`config.mk`:
```
export PLATFORM = sky130hd
export DESIGN_NAME = sapt_front
export DESIGN_NICKNAME = d
export VERILOG_FILES = /design/src/sv/sapt_pkg.sv /design/src/sv/sapt_front.sv
export SDC_FILE = /design/constraint.sdc
export NUM_CORES = 1
export LEC_CHECK = 0
export BUFFER_PORTS_ARGS = -buffer_cell sky130_fd_sc_hd__buf_2
export CAP_MARGIN = 20
export CORE_AREA = 8 8 162 164
export CTS_CLUSTER_DIAMETER = 200
export CTS_CLUSTER_SIZE = 24
export DETAILED_ROUTE_END_ITERATION = 7
export DIE_AREA = 0 0 170 172
export GPL_ROUTABILITY_DRIVEN = 0
export HOLD_SLACK_MARGIN = 0.05
export PLACE_DENSITY = 0.76
export RECOVER_POWER = 50
export SETUP_SLACK_MARGIN = 0.15
export SLEW_MARGIN = 20
export SYNTH_ARGS = -nofsm -noshare
export SYNTH_HDL_FRONTEND = slang
export SYNTH_SLANG_ARGS = --single-unit
```
`constraint.sdc`:
```
create_clock -name i_clk -period 6.8 [get_ports i_clk]
set_input_delay 0.68 -clock i_clk [delete_from_list [all_inputs] [get_ports i_clk]]
set_output_delay 0.68 -clock i_clk [all_outputs]
set_load 0.005 [all_outputs]
```
`src/sv/sapt_pkg.sv`:
```
// shared types, codes and a helper function for the position table
`timescale 1ns / 1ps
package sapt_pkg;

    // item kinds
    typedef enum logic [1:0] {
        K_PROBE      = 2'd0,
        K_STORE      = 2'd1,
        K_NEW_SEARCH = 2'd2,
        K_CLEAR      = 2'd3
    } t_kind;

    // bound codes
    localparam logic [1:0] BOUND_EXACT = 2'd0;
    localparam logic [1:0] BOUND_LOWER = 2'd1;
    localparam logic [1:0] BOUND_UPPER = 2'd2;

    localparam logic [30:0] MATE_THRESHOLD_RESET = 31'd30000;

    // input word
    typedef struct packed {
        logic [1:0]         kind;
        logic [63:0]        key;
        logic signed [7:0]  depth;
        logic [6:0]         ply;
        logic signed [31:0] alpha;
        logic signed [31:0] beta;
        logic signed [31:0] score;
        logic [1:0]         bound_kind;
        logic [15:0]        new_move;
    } t_in_word;

    // result word
    typedef struct packed {
        logic               hit;
        logic [15:0]        stored_move;
        logic               usable;
        logic signed [31:0] result_score;
    } t_out_word;

    // word between front and back, score already adjusted for storing
    typedef struct packed {
        logic [1:0]         kind;
        logic [63:0]        key;
        logic signed [7:0]  depth;
        logic [6:0]         ply;
        logic signed [31:0] alpha;
        logic signed [31:0] beta;
        logic signed [31:0] score;
        logic [1:0]         bound_kind;
        logic [15:0]        new_move;
    } t_mid_item;

    // back end sequencer
    typedef enum logic [1:0] {
        BK_SWEEP,
        BK_READ,
        BK_EXEC
    } t_back_state;

    // ply adjustment near mate; into set for storing, clear for reading
    function automatic logic [31:0] mate_adjust(
        input logic signed [31:0] s,
        input logic [6:0]         ply,
        input logic               into,
        input logic [30:0]        thr
    );
        logic signed [32:0] s33;
        logic signed [32:0] t33;
        logic signed [32:0] p33;
        logic signed [32:0] r33;
        s33 = {s[31], s};
        t33 = {2'b00, thr};
        p33 = {26'd0, ply};
        if (s33 >= t33) begin
            r33 = into ? (s33 + p33) : (s33 - p33);
        end else if (s33 <= -t33) begin
            r33 = into ? (s33 - p33) : (s33 + p33);
        end else begin
            r33 = s33;
        end
        return r33[31:0];
    endfunction

endpackage

```
`src/sv/sapt_front.sv`:
```
// front end: takes words, works out the set and the score to store
`timescale 1ns / 1ps
module sapt_front
    import sapt_pkg::*;
#(
    parameter int SET_COUNT = 1024
) (
    input  logic                                           i_clk,
    input  logic                                           i_rst_n,
    input  logic                                           i_push,
    input  t_in_word                                       i_wr_data,
    output logic                                           o_full,
    input  logic                                           i_hold,
    input  logic [30:0]                                    i_mate_threshold,
    input  logic                                           i_mid_full,
    output logic                                           o_mid_push,
    output logic [$clog2(SET_COUNT)+$bits(t_mid_item)-1:0] o_mid_data
);
    localparam int IW = $clog2(SET_COUNT);
    localparam bit POW2 = ((64'd1 << IW) == 64'(SET_COUNT));

    t_in_word         r_item;
    logic             r_busy, n_busy;
    logic             w_done;
    logic [IW-1:0]    w_index;
    logic             w_accept;
    t_mid_item        w_mid;

    assign o_mid_push = r_busy && w_done && !i_mid_full;
    assign o_full     = i_hold || (r_busy && !(w_done && !i_mid_full));
    assign w_accept   = i_push && !o_full;

    // holding register
    always_comb begin
        n_busy = r_busy;
        if (w_accept) begin
            n_busy = 1'b1;
        end else if (o_mid_push) begin
            n_busy = 1'b0;
        end
    end

    always_ff @(posedge i_clk) begin
        if (!i_rst_n) begin
            r_busy <= 1'b0;
        end else begin
            r_busy <= n_busy;
        end
    end

    always_ff @(posedge i_clk) begin
        if (w_accept) begin
            r_item <= i_wr_data;
        end
    end

    // set index: low key bits, or a folded remainder otherwise
    generate
        if (POW2) begin : g_pow2
            assign w_done  = 1'b1;
            assign w_index = r_item.key[IW-1:0];
        end else begin : g_fold
            localparam int XW = IW + 18;
            localparam logic [XW-1:0] SETS_X = XW'(SET_COUNT);
            // 2^16, 2^32 and 2^48 reduced by the set count
            localparam logic [XW-1:0] R16 = XW'((64'd1 << 16) % 64'(SET_COUNT));
            localparam logic [XW-1:0] R32 = XW'((64'd1 << 32) % 64'(SET_COUNT));
            localparam logic [XW-1:0] R48 = XW'((64'd1 << 48) % 64'(SET_COUNT));
            logic [XW-1:0] r_acc, n_acc;
            logic [2:0]    r_phase, n_phase;
            logic          r_done, n_done;
            logic [XW-1:0] w_fold;

            // key chunks times constants, below 2^18 times the set count
            assign w_fold = XW'(r_item.key[15:0])
                          + XW'(r_item.key[31:16]) * R16
                          + XW'(r_item.key[47:32]) * R32
                          + XW'(r_item.key[63:48]) * R48;

            // fold first, then three compare and subtract steps a cycle
            always_comb begin
                logic [XW-1:0] acc;
                int            sh;
                acc     = r_acc;
                sh      = 0;
                n_acc   = r_acc;
                n_phase = r_phase;
                n_done  = r_done;
                if (w_accept) begin
                    n_phase = 3'd0;
                    n_done  = 1'b0;
                end else if (r_busy && !r_done) begin
                    if (r_phase == 3'd0) begin
                        n_acc = w_fold;
                    end else begin
                        for (int j = 0; j < 3; j++) begin
                            sh = 3 * (6 - int'(r_phase)) + 2 - j;
                            if (acc >= (SETS_X << sh)) begin
                                acc = acc - (SETS_X << sh);
                            end
                        end
                        n_acc = acc;
                    end
                    n_phase = r_phase + 3'd1;
                    n_done  = (r_phase == 3'd6);
                end
            end

            always_ff @(posedge i_clk) begin
                if (!i_rst_n) begin
                    r_done  <= 1'b0;
                    r_phase <= 3'd0;
                end else begin
                    r_done  <= n_done;
                    r_phase <= n_phase;
                end
            end

            always_ff @(posedge i_clk) begin
                r_acc <= n_acc;
            end

            assign w_done  = r_done;
            assign w_index = r_acc[IW-1:0];
        end
    endgenerate

    // word for the back end
    always_comb begin
        w_mid.kind       = r_item.kind;
        w_mid.key        = r_item.key;
        w_mid.depth      = r_item.depth;
        w_mid.ply        = r_item.ply;
        w_mid.alpha      = r_item.alpha;
        w_mid.beta       = r_item.beta;
        w_mid.score      = mate_adjust(r_item.score, r_item.ply, 1'b1, i_mate_threshold);
        w_mid.bound_kind = r_item.bound_kind;
        w_mid.new_move   = r_item.new_move;
    end

    assign o_mid_data = {w_index, w_mid};
endmodule

```
==> impl_metrics.env <==
export IMPL_synth_seq_area_share_pct=54.5
export IMPL_layout_common_cells="buf_2, edfxtp_1, ha_1"
export IMPL_hold_class="in2reg"
export IMPL_clkSinkCount=196
export IMPL_ys_warn_count=0
export IMPL_synth_cell_type_count=69
export IMPL_critical_path_class="in2out"
export IMPL_reg2reg_from="r_busy"
export IMPL_die_y_um=172
export IMPL_critPathLaunchType="input port"
export IMPL_power_uw=2790
export IMPL_violations="max-capacitance violations, max-slew violations"
export IMPL_grt_max_degree=90
export IMPL_stdcell_area_mm2=0.0126
export IMPL_drive_gt1_share_pct=36.3
export IMPL_multi_input_area_mm2=0.00334
export IMPL_dr_pass1_iters=5
export IMPL_die_area_mm2=0.0292
export IMPL_nNetsFinal=1461
export IMPL_finalHoldViolations=0
export IMPL_synth_seq_cells=196
export IMPL_dp_hpwl_um=26400
export IMPL_synth_avg_cell_area_um2=12.3
export IMPL_drt_initial_drc_count=636
export IMPL_cts_setup_buffers=0
export IMPL_drt_wl_total_um=32000
export IMPL_power_density_mw_per_mm2=222
export IMPL_post_dp_cell_area_mm2=0.0120
export IMPL_num_io_pins=438
export IMPL_numCtsBuffers=17
export IMPL_synth_area_leaders="edfxtp_1, buf_4, ha_1"
export IMPL_grt_ovfl_total=0
export IMPL_hp_start="i_wr_data[187]"
export IMPL_port_buffers=437
export IMPL_cp_startpoint="i_mate_threshold[13]"
export IMPL_hold_buffers=0
export IMPL_coreArea_mm2=0.0238
export IMPL_track_usage_pct=21.1
export IMPL_ant_nets=0
export IMPL_rows=57
export IMPL_synth_edff_count=195
export IMPL_clk_latency_ns=0.44
export IMPL_fin_crit_sh_pct=88.1
export IMPL_cts_resized=0
export IMPL_synth_top_area_share_pct=54.3
export IMPL_ys_flop_type="edfxtp_1"
export IMPL_finalSetupViolations=0
export IMPL_power_leakage_uw=0.00523
export IMPL_antenna_found_initial=21
export IMPL_period_needed_ns=5.99
export IMPL_worstPathArrival_ns=5.31
export IMPL_start_util_pct=45.3
export IMPL_area_growth_pct=16.8
export IMPL_clk_path_buf_depth=2
export IMPL_regArea_mm2=0.00588
export IMPL_maxCapViolCount=1
export IMPL_nFillCells=2138
export IMPL_final_common_cell="buf_2"
export IMPL_cts_root_buf="clkbuf_16"
export IMPL_grt_pass1_wl_um=45700
export IMPL_critPathRequiredTime_ns=6.12
export IMPL_syn_nets=1186
export IMPL_reg2regPathDepth=3
export IMPL_tns_ns=0
export IMPL_critPathMaxFanout=12
export IMPL_viasPerCell=5.08
export IMPL_clk_pin_slew_ns=0.09
export IMPL_cts_tree="yes"
export IMPL_rsz0062_at_grt="false"
export IMPL_yosysTopAreaCell="edfxtp_1"
export IMPL_syn_area_mm2=0.0108
export IMPL_tightestPinTransition_ns=1.98
export IMPL_end_kind="output pin"
export IMPL_min_path_cells=1
export IMPL_status="finished, violations left"
export IMPL_htree_levels=4
export IMPL_netlist_instances=875
export IMPL_final_max_slew_violation_count=35
export IMPL_vdd_drop_max_v=0.000136
export IMPL_vias=7601
export IMPL_grt_pass1_vias=7697
export IMPL_die_x_um=170
export IMPL_fmax_mhz=167
export IMPL_maxSlewHeadroom_pct=-32.0
export IMPL_drc=0
export IMPL_wire_per_inst_um=21.4
export IMPL_finClkSkew_ns=0.0147
export IMPL_synth_async_reset_ratio_pct=0
[power by group]
group / switching (uW) / internal [uW] / total (uW)
registers: 30.2 / 1390 / 1420
logic: 188 / 149 / 337
clock network: 527 / 506 / 1030
total: 745 / 2050 / 2790
[cells in the mapped netlist, types with 3 or more instances]
master and n:
edfxtp_1 195, buf_4 174, ha_1 78, inv_1 57
xnor2_1 51, a21oi_1 39, nor2_1 37, nand2_1 31
nand3_1 24, nor3_1 22, nand4_1 19, o21ai_0 16
nor4_1 9, nor2b_1 8, a22oi_1 7, and3_1 7
xor2_1 6, a32oi_1 5, buf_2 5, or3_1 5
a21o_1 4, mux2i_1 4, nand2b_1 4, or4_1 4
a2bb2oi_1 3, clkbuf_1 3, o21bai_1 3, o32ai_2 3
or2_2 3
[metal layers]
metal / wire length, um / global-route usage [%] / up-vias
met3: 3540 / 9.43 / 65
met5: 147 / 0 / -
met4: 1020 / 8.70 / 22
met2: 16500 / 37.5 / 390
met1: 10700 / 21.4 / 3550
li1: - / - / 3574
[sequential cells by signal, indices dropped and copies added (netlist names)]
register	cells
o_mid_data	163
r_busy	1
r_item	32
[path summary, 6_finish.rpt]
kind	to	slack (ns)
hold reg to reg	r_busy	0.54
hold / removal	o_mid_data[187]	0.41
setup reg to reg	r_item[49]	3.35
setup / recovery	o_mid_data[43]	0.81
[stage by stage]
step | hold WS (ns) | cells | util (%) | worst slack (ns)
floorplan | 0.493 | 875 | - | 0.879
global placement | 0.510 | 1455 | 50.5 | 1.01
detailed placement | 0.527 | 1455 | 50.5 | 0.929
CTS | 0.391 | 1487 | 53.1 | 0.904
global route | 0.388 | 1493 | 52.8 | 0.368
finish | 0.411 | 1497 | 52.9 | 0.807
[worst max-delay path, cell delays in order]
cell and delay [ns]:
buf_2 0.12, nor3_1 0.40, nand2_1 0.14, nor4_1 0.50, nand3_1 0.28, nor3_1 0.30
xnor2_1 0.18, ha_1 0.30, nand4_1 0.12, nand3_1 0.08, or4b_1 0.48, a31o_1 0.23
o21ai_4 0.38, and2b_1 0.56, a2bb2oi_1 0.16, xnor2_1 0.24, buf_2 0.16
[area by class of cell]
cell class	count	area share, %
antenna	10	0.199
clock buffer	17	3.38
clock inverter	15	1.52
inverter	57	1.70
multi-input combinational	439	26.5
sequential	196	46.7
tap	324	3.22
timing repair buffer	439	16.8
[logic make-up (layout without fill, tap and decap cells)]
kind of cell | after synthesis | after routing | synth area share [%]
buffers and inverters | 240 | 528 | 14.5
DFF | 196 | 196 | 54.5
and+or+nand+nor | 187 | 187 | 9.32
AOI/OAI and AO/OA | 110 | 110 | 7.11
adders and majority gates | 80 | 80 | 9.42
xor gates and xnor gates | 57 | 57 | 4.63
muxes | 5 | 5 | 0.476
other | 0 | 10 | 0
(Power assumes the default switching activity.)
