[config.mk]
export PLATFORM = sky130hd
export DESIGN_NAME = sapt_fifo
export DESIGN_NICKNAME = d
export VERILOG_FILES = /design/src/sv/sapt_fifo.sv
export SDC_FILE = /design/constraint.sdc
export NUM_CORES = 1
export LEC_CHECK = 0
export BUFFER_PORTS_ARGS = -buffer_cell sky130_fd_sc_hd__buf_4
export CAP_MARGIN = 20
export CORE_ASPECT_RATIO = 1.2
export CORE_UTILIZATION = 45
export CTS_BUF_LIST = sky130_fd_sc_hd__clkbuf_8
export DETAILED_ROUTE_END_ITERATION = 10
export PLACE_DENSITY = 0.73
export SYNTH_ARGS = -nofsm -noshare
export SYNTH_HDL_FRONTEND = slang
export SYNTH_SLANG_ARGS = --single-unit
[constraint.sdc]
create_clock -name i_clk -period 3.76 [get_ports i_clk]
set_input_delay 0.188 -clock i_clk [delete_from_list [all_inputs] [get_ports i_clk]]
set_output_delay 0.188 -clock i_clk [all_outputs]
set_load 0.05 [all_outputs]
[src/sv/sapt_fifo.sv]
// two-word queue used between the stages and for the results
`timescale 1ns / 1ps
module sapt_fifo #(
    parameter int WIDTH = 8
) (
    input  logic             i_clk,
    input  logic             i_rst_n,
    input  logic             i_push,
    input  logic [WIDTH-1:0] i_data,
    output logic             o_full,
    input  logic             i_pop,
    output logic [WIDTH-1:0] o_data,
    output logic             o_empty
);
    logic [WIDTH-1:0] r_mem [2];
    logic             r_wp, n_wp;
    logic             r_rp, n_rp;
    logic [1:0]       r_cnt, n_cnt;
    logic             w_push, w_pop;

    assign o_full  = (r_cnt == 2'd2);
    assign o_empty = (r_cnt == 2'd0);
    assign o_data  = r_mem[r_rp];
    assign w_push  = i_push && !o_full;
    assign w_pop   = i_pop && !o_empty;

    // pointer and count update
    always_comb begin
        n_wp  = w_push ? !r_wp : r_wp;
        n_rp  = w_pop ? !r_rp : r_rp;
        n_cnt = r_cnt;
        if (w_push && !w_pop) begin
            n_cnt = r_cnt + 2'd1;
        end else if (w_pop && !w_push) begin
            n_cnt = r_cnt - 2'd1;
        end
    end

    always_ff @(posedge i_clk) begin
        if (!i_rst_n) begin
            r_wp  <= 1'b0;
            r_rp  <= 1'b0;
            r_cnt <= 2'd0;
        end else begin
            r_wp  <= n_wp;
            r_rp  <= n_rp;
            r_cnt <= n_cnt;
        end
    end

    // storage
    always_ff @(posedge i_clk) begin
        if (w_push) begin
            r_mem[r_wp] <= i_data;
        end
    end
endmodule

==> impl_metrics.csv, run 1 <==
group,metric,value,unit
status,status,"finished clean",
finish,antenna_cells,0,
floorplanning,die_x,40.57,um
detailed_routing,wl_per_cell,12.62,um
placed_design,globalplace.congestion,0.6346,
timing,hold_viol_final,0,
placed_design,portBuffers,21,
synthesis,yosysUniqueCellTypes,16,
power_and_ir_drop,p_total,0.7942,mW
synthesis,ys.warnings.count,0,
setup_path,cp-end-kind,"flop",
power_and_ir_drop,ir_drop,0.4249,mV
global_routing,grt_pass1_wl,1.711,mm
floorplanning,io_pins,22,
synthesis,synth_area_per_cell,15.75,um^2
placed_design,dp_hpwl,888.7,um
floorplanning,design.core.area,0.001662,mm^2
floorplanning,rows,16,
detailed_routing,drt_first_iter_violations,7,
global_routing,grtUsageTotal,0.1452,
synthesis,synth_top_family_by_area,"multiplexers",
synthesis,synth-seq-cells,21,
finish,areaGrowthSynthToFinish,27.41,%
timing,clock_skew,3.322,ps
timing,slew_headroom,0.5452,
power_and_ir_drop,p_sw,0.3069,mW
synthesis,synth_xor_area_frac,0.03271,
floorplanning,initial_core_util,0.4834,
synthesis,yosysSeqAreaShare,0.7227,
detailed_routing,dr.pass1.iters,4,
setup_path,path_max_fanout,5,
power_and_ir_drop,p_per_area,776.0,mW/mm^2
timing,fmax,625.3,MHz
synthesis,synthMuxAreaShare,0.1121,
min_path,holdPathStages,1,
clock_tree,cts_hold_buffers,0,
power_and_ir_drop,sequentialPowerShare,0.412,
clock_tree,worstSkewPairLatency,250,ps
setup_path,crit_start,"r_cnt[0]",
synthesis,synth_compound_area_frac,0.03738,
timing,fin_crit_sh,0.4253,
detailed_routing,detail-route-antenna-nets,0,
clock_tree,h-tree-depth,1,
finish,drive_above_1_share,0.4400,
setup_path,worstPathRequired,3950,ps
setup_path,criticalPathCategory,"flop to flop",
min_path,hold_class,"input port to flop",
power_and_ir_drop,combPwrFrac,0.417,
timing,min_period,1599,ps
detailed_routing,vias_per_cell,4.989,
global_routing,grt_pass1_vias,426,
detailed_routing,drcViolationCount,0,
clock_tree,cts.sinks,21,
global_routing,antenna_found_initial,0,
global_routing,overflow,0,
clock_tree,clkTransAtPathRegs,70,ps
floorplanning,die_y,48.28,um
clock_tree,cts_buffers,3,
setup_path,ff2ff_path_depth,6,
job,maxCapViolations,0,
setup_path,crit_arrival,1780,ps
setup_path,start_kind,"flop",
synthesis,synth_area,803.3,um^2
power_and_ir_drop,clkPwrFrac,0.172,
detailed_routing,routed_wirelength,1.174,mm
synthesis,synthSimpleGateAreaFrac,0.05919,
setup_path,timing.rr.start,"r_cnt[0]",
clock_tree,cts_buffer_depth,2,
timing,grt_setup_unrepaired,"false",
timing,finalSetupViolations,0,
detailed_routing,vias,464,
clock_tree,ctsResizeCount,0,
power_and_ir_drop,power.leakage,0.4180,nW
power_and_ir_drop,p_sw_frac,0.3865,
timing,setup_tns,0,ps
timing,worstMarginPinSlew,678.5,ps
global_routing,grt_max_degree,12,
synthesis,postSynthCellCount,51,
finish,fill_cells,140,
synthesis,syn_nets,64,
clock_tree,cts_setup_buffers,0,
clock_tree,cts-root-buf,"clkbuf_8",
floorplanning,dieArea,0.001959,mm^2
synthesis,yosys.area_share.adder,0.01558,
timing,finalMaxSlewViolations,0,
finish,fin_nets,89,
power_and_ir_drop,p_int,0.4873,mW
min_path,hp-start,"i_data[5]",
clock_tree,cts_tree,"done",
[cells by family (layout without fill, tap and decap cells)]
kind of cell | Yosys count | in the layout
flip-flops | 21 | 21
buffers and inverters | 4 | 28
adder cells (fa/ha/maj) | 1 | 1
AO/OA/AOI/OAI | 5 | 5
XOR/XNOR | 3 | 3
AND/OR/NAND/NOR | 9 | 9
multiplexers | 8 | 8
[state kept, by name, summed over array words and instances (netlist names), named ones only]
register / count
r_mem: 16
r_cnt: 2
r_rp: 1
r_wp: 1
[metrics by stage]
step	std cells	hold WS, ps	util	setup slack [ps]	instance area [um^2]
2_1_floorplan	51	286.9	-	1948	803.3
3_3_place_gp	89	374.1	0.5889	2237	978.4
3_5_place_dp	89	376.2	0.5889	2156	978.4
4_1_cts	93	105.7	0.6160	2137	1023
5_1_grt	93	108.9	0.6160	2044	1023
6_report	93	114.2	0.6160	2161	1023
[Yosys cell counts (all sizes together)]
cell | number | share of area
a21boi | 1 | 0.0093
a21oi | 1 | 0.0062
inv | 3 | 0.014
o21a | 1 | 0.0093
or3 | 1 | 0.0078
o21ai | 2 | 0.012
xor2 | 3 | 0.033
buf | 1 | 0.0062
dfxtp | 5 | 0.12
edfxtp | 16 | 0.60
nor2 | 5 | 0.023
nor3 | 1 | 0.012
mux2 | 8 | 0.11
and3 | 1 | 0.0078
nand2b | 1 | 0.0078
ha | 1 | 0.016
[worst max-delay path, stage by stage, from the launching register on]
cell	delay (ps)
dfxtp_1	400
nand2b_1	160
inv_1	80
nor2_1	110
ha_1	270
or3_1	370
a21oi_1	140
[metal layers]
layer / global-route usage / up-vias / routed length (um)
met4: 0.1200 / 0 / 12
met1: 0.1481 / 215 / 441
met3: 0.04110 / 2 / 82
met5: 0 / - / 0
li1: - / 232 / -
met2: 0.2413 / 15 / 637
[power by group through the flow]
stage	logic, mW	clock network [mW]	registers [mW]
3_5_place_dp	0.334	0	0.333
4_1_cts	0.335	0.141	0.328
5_1_grt	0.354	0.148	0.332
2_1_floorplan	0.261	0	0.316
6_report	0.331	0.136	0.327
3_3_place_gp	0.330	0	0.330
[path summary, 6_finish.rpt]
path                                    end  slack [ps]
worst max-delay path               r_cnt[1]        2160
worst min-delay path            r_mem[0][5]         110
worst min register to register     r_cnt[1]         520
worst max register to register     r_cnt[1]        2160
[placed cells by master, fill, tap and decap left out]
master	instances
o21ai_0	2
or3_1	1
inv_1	4
dfxtp_1	5
ha_1	1
nand2b_1	1
a21boi_0	1
nor3_2	1
a21oi_1	1
buf_4	21
xor2_1	3
o21a_1	1
clkbuf_8	3
edfxtp_1	16
and3_1	1
mux2_2	8
nor2_1	5
[area by class of cell]
class,count,area (um^2),area share
Sequential cell,21,580.6,0.5672
Multi-Input combinational cell,26,206.4,0.2017
Timing Repair Buffer,21,157.7,0.1540
Clock buffer,3,41.29,0.04034
Tap cell,18,22.52,0.02200
Inverter,3,11.26,0.01100
Clock inverter,1,3.754,0.003667
No activity file was read; power rests on OpenSTA's default activity.
==> run 2: changes to the inputs <==
PLACE_DENSITY = 0.76   (was 0.73)
clock period = 1.3 ns   (was 3.76 ns; I/O delays follow)
==> run 2 against run 1 <==
The flow now finishes with violations (negative setup slack). Clock power grew to 3.1 times the previous value. Via count is 27% higher. Sequential power grew to 2.9 times the previous value.
==> impl_metrics.csv, run 2 (synthesis results as in run 1) <==
group,metric,value,unit
power_and_ir_drop,power.leakage,0.5958,nW
clock_tree,cts_tree,"done",
finish,largest_register_ffs,16,
min_path,hp-start,"i_rst_n",
floorplanning,initial_core_util,0.4834,
finish,final_core_util,0.8464,
clock_tree,worstSkewPairLatency,260,ps
clock_tree,clkTransAtPathRegs,70,ps
timing,slew_headroom,0.7769,
setup_path,ff2ff_setup_slack,-280,ps
finish,final_cell_mix,"buf_4, edfxtp_1, mux2_4, dlygate4sd3_1, buf_8",
detailed_routing,drcViolationCount,0,
finish,fin_nets,115,
setup_path,start_kind,"flop",
setup_path,timing.rr.end,"r_cnt[1]",
finish,top_regs,"r_mem x16, r_cnt x2",
detailed_routing,detail-route-antenna-nets,0,
min_path,min_to,"r_wp",
timing,finalSetupViolations,20,
setup_path,path_max_fanout,3,
setup_path,crit_arrival,1770,ps
min_path,holdPathStages,2,
status,violations,"negative setup slack",
setup_path,ff2ff_path_depth,7,
floorplanning,die_y,48.28,um
setup_path,worstPathRequired,1490,ps
timing,finalMaxSlewViolations,0,
detailed_routing,routed_wirelength,1.964,mm
detailed_routing,vias,590,
detailed_routing,wl_per_cell,16.50,um
global_routing,grtUsageTotal,0.2152,
power_and_ir_drop,p_per_area,2235,mW/mm^2
detailed_routing,drt_first_iter_violations,14,
job,maxCapViolations,0,
finish,areaGrowthSynthToFinish,75.08,%
setup_path,cp-end-kind,"flop",
clock_tree,cts_buffers,3,
clock_tree,h-tree-depth,1,
timing,grt_setup_unrepaired,"true",
detailed_routing,vias_per_cell,4.958,
timing,fin_crit_sh,1.217,
setup_path,timing.rr.start,"r_cnt[0]",
floorplanning,design.core.area,0.001662,mm^2
clock_tree,cts-root-buf,"clkbuf_8",
setup_path,criticalPathCategory,"flop to flop",
clock_tree,cts_buffer_depth,2,
global_routing,antenna_found_initial,0,
placed_design,portBuffers,21,
global_routing,grt_pass1_wl,2.504,mm
floorplanning,io_pins,22,
placed_design,pre_cts_ws,-215.2,ps
global_routing,grt_max_degree,13,
finish,fill_cells,87,
finish,top_register,"r_mem",
timing,clock_skew,0.5199,ps
timing,min_period,1582,ps
floorplanning,dieArea,0.001959,mm^2
timing,setup_tns,-2355,ps
timing,hold_viol_final,0,
floorplanning,die_x,40.57,um
global_routing,overflow,0,
finish,drive_above_1_share,0.6139,
finish,final_common_cell,"buf_4",
floorplanning,rows,16,
timing,worstMarginPinSlew,331.1,ps
timing,fmax,632.1,MHz
placed_design,dp_hpwl,1.055,mm
placed_design,globalplace.congestion,0.7030,
finish,antenna_cells,0,
clock_tree,cts.sinks,21,
global_routing,grt_pass1_vias,593,
min_path,hold_class,"input port to flop",
timing,fin_ws,-281.9,ps
status,status,"finished, violations left",
detailed_routing,dr.pass1.iters,4,
power_and_ir_drop,ir_drop,1.885,mV
## run 2: timing repair
action | CTS | global route
pin swaps | 3 | 7
resized for setup | 23 | 19
endpoints found under the setup margin | 18 | 20
setup buffers | 4 | 4
hold buffers | 8 | 0
hold endpoints to repair | 16 | 0
## run 2: worst max-delay path by stage
| stage | from | end | slack, ps | depth (start not counted) |
|---|---|---|---|---|
| after CTS | r_cnt[0] | r_cnt[1] | -180 | 6 |
| final | r_cnt[0] | r_cnt[1] | -280 | 7 |
| after global routing | r_cnt[0] | r_cnt[1] | -310 | 7 |
| after global placement | r_cnt[1] | r_cnt[1] | -140 | 5 |
| after floorplan | r_cnt[0] | r_cnt[1] | -370 | 7 |
| after detailed placement | r_cnt[0] | r_cnt[1] | -220 | 7 |
## run 2: cell type report
| class | instances | area (um^2) | area share |
|---|---|---|---|
| tap | 18 | 22.52 | 0.01601 |
| clock buffer | 3 | 41.29 | 0.02936 |
| sequential | 21 | 584.3 | 0.4155 |
| timing repair buffer | 47 | 455.4 | 0.3238 |
| inverter | 3 | 15.01 | 0.01068 |
| clock inverter | 1 | 5.005 | 0.003559 |
| multi-input combinational | 26 | 282.8 | 0.2011 |
## run 2: routing by layer
layer / GRT usage / wire, um
met1: 0.2462 / 768
met2: 0.3524 / 1095
met3: 0.05479 / 62
met4: 0.1400 / 37
met5: 0 / 0
## run 2: power breakdown
group	leakage (nW)	switching [mW]	total [mW]	internal, mW
Sequential	0.192	0.0749	0.941	0.866
Clock	0.0255	0.204	0.417	0.213
Combinational	0.379	0.895	1.78	0.889
Total	0.596	1.17	3.14	1.97
## run 2: worst max-delay path: stages, from the launching register on
cell	delay, ps
dfxtp_2	340
nand2b_4	140
clkinvlp_4	100
nor2_4	140
ha_4	140
xor2_1	290
o21ai_0	200
a21oi_2	160
## run 2: per-stage QoR
stage | cell area (um^2) | hold WS [ps] | cells | power [mW]
2_1_floorplan | 815.8 | 163.9 | 51 | 1.705
3_3_place_gp | 1074 | 249.8 | 100 | 2.110
4_1_cts | 1318 | 20.97 | 116 | 2.851
3_5_place_dp | 1074 | 252.9 | 100 | 2.141
6_report | 1406 | 17.94 | 119 | 3.143
5_1_grt | 1406 | 22.11 | 119 | 3.263
==> run 3: changes to the inputs <==
BUFFER_PORTS_ARGS = not set   (was -buffer_cell sky130_fd_sc_hd__buf_4)
CORE_ASPECT_RATIO = not set   (was 1.2)
DONT_BUFFER_PORTS = 1   (was not set)
PLACE_DENSITY = 0.65   (was 0.76)
clock period = 1.36 ns   (was 1.3 ns; I/O delays follow)
==> run 3 against run 2 <==
The run still ends with negative setup slack left. Final cell count shrank 18%. Sequential share of layout area grew 12 points. Count of clock-buffer cells in the layout is the same. Utilization shrank 16 points. Power shrank 24%. Fmax grew 7.1%. Largest cell class unchanged. Largest power group unchanged.
==> impl_metrics.csv, run 3 (synthesis results as in run 1) <==
group,metric,value,unit
status,status,"finished, violations left",
status,violations,"negative setup slack",
floorplanning,die_y,44.25,um
floorplanning,rows,14,
clock_tree,cts_tree,"done",
setup_path,start_kind,"flop",
detailed_routing,dr.pass1.iters,6,
detailed_routing,drcViolationCount,0,
timing,setup_tns,-884.9,ps
global_routing,antenna_found_initial,0,
setup_path,path_max_fanout,4,
finish,top_register,"r_mem",
global_routing,grt_max_degree,12,
placed_design,dpl-instance-area,900.9,um^2
power_and_ir_drop,power.leakage,0.4047,nW
power_and_ir_drop,p_total,2.385,mW
floorplanning,design.core.area,0.001594,mm^2
detailed_routing,vias_per_cell,5.186,
timing,finalSetupViolations,10,
floorplanning,initial_core_util,0.5039,
power_and_ir_drop,p_per_area,2194,mW/mm^2
timing,fin_crit_sh,1.086,
finish,antenna_cells,0,
timing,grt_setup_unrepaired,"true",
detailed_routing,vias,503,
timing,fmax,676.9,MHz
setup_path,worstPathRequired,1540,ps
global_routing,grt_pass1_vias,551,
setup_path,crit_arrival,1660,ps
timing,min_period,1477,ps
detailed_routing,routed_wirelength,1.593,mm
placed_design,pre_cts_ws,-151.7,ps
timing,finalMaxSlewViolations,0,
setup_path,criticalPathCategory,"flop to flop",
clock_tree,h-tree-depth,1,
clock_tree,worstSkewPairLatency,250,ps
power_and_ir_drop,ir_drop,1.501,mV
job,maxCapViolations,0,
finish,fin_area,0.001087,mm^2
detailed_routing,drt_first_iter_violations,9,
placed_design,dp_hpwl,1.029,mm
finish,drive_above_1_share,0.3973,
global_routing,grt_pass1_wl,2.346,mm
timing,clock_skew,2.628,ps
global_routing,grtUsageTotal,0.1765,
min_path,hold_class,"input port to flop",
finish,top_regs,"r_mem x16, r_cnt x2",
floorplanning,io_pins,22,
placed_design,placedCellCount,82,
placed_design,portBuffers,0,
finish,final_common_cell,"edfxtp_1",
clock_tree,cts_buffers,3,
placed_design,globalplace.congestion,0.7115,
finish,final_core_util,0.6821,
finish,fin_nets,87,
finish,final_cell_mix,"edfxtp_1, dlygate4sd3_1, mux2_2, buf_4, nor2_1",
detailed_routing,detail-route-antenna-nets,0,
setup_path,cp-end-kind,"flop",
timing,hold_viol_final,0,
timing,fin_ws,-117.4,ps
clock_tree,cts-root-buf,"clkbuf_8",
timing,worstMarginPinSlew,315.2,ps
detailed_routing,wl_per_cell,16.42,um
timing,whs,70.52,ps
floorplanning,dieArea,0.001958,mm^2
finish,fill_cells,118,
finish,largest_register_ffs,16,
finish,layout.cells.non_filler,97,
timing,slew_headroom,0.7884,
floorplanning,die_x,44.25,um
clock_tree,cts_buffer_depth,2,
global_routing,overflow,0,
clock_tree,clkTransAtPathRegs,70,ps
clock_tree,cts.sinks,21,
finish,areaGrowthSynthToFinish,35.36,%
run 3: what timing repair did:
action / 4_1_cts / 5_1_grt
cloned: 0 / 1
gates resized for setup: 6 / 5
endpoints found under the hold margin: 18 / 0
setup buffers: 1 / 0
setup endpoints to repair: 18 / 11
hold buffers: 9 / 0
pin swaps: 4 / 3
run 3: power by group:
group | total (mW) | leakage, nW | internal [mW] | switching, mW
combinational | 1.08 | 0.186 | 0.393 | 0.685
clock | 0.389 | 0.0269 | 0.200 | 0.189
sequential | 0.918 | 0.192 | 0.828 | 0.0902
run 3: critical path, cell delays in order (launching register included):
cell and delay (ps):
dfxtp_2 360, nand2b_4 150, clkinvlp_4 100, nor2_4 100, ha_4 210, or3_1 340
a21oi_1 130
run 3: area by class of cell:
type / count / area, um^2 / share of cell area
Clock buffer: 3 / 41.29 / 0.03797
Clock inverter: 1 / 3.754 / 0.003452
Inverter: 3 / 15.01 / 0.01381
Multi-Input combinational cell: 26 / 240.2 / 0.2209
Sequential cell: 21 / 584.3 / 0.5374
Tap cell: 24 / 30.03 / 0.02762
Timing Repair Buffer: 19 / 172.7 / 0.1588
run 3: path summary, 6_finish.rpt:
kind / from / end / slack, ps / cells after the start
worst min-delay path: i_push / r_wp / 70 / 2
worst max register to register: r_cnt[0] / r_cnt[1] / -120 / 6
worst min register to register: r_rp / flop / 540 / 2
worst max-delay path: r_cnt[0] / r_cnt[1] / -120 / 6
run 3: routing by layer:
metal,wire length [um],track usage,vias to the layer above
met1,571,0.1726,245
met3,87,0.04898,10
met4,78,0.1091,0
met2,856,0.3235,22
li1,-,-,226
met5,0,0,-
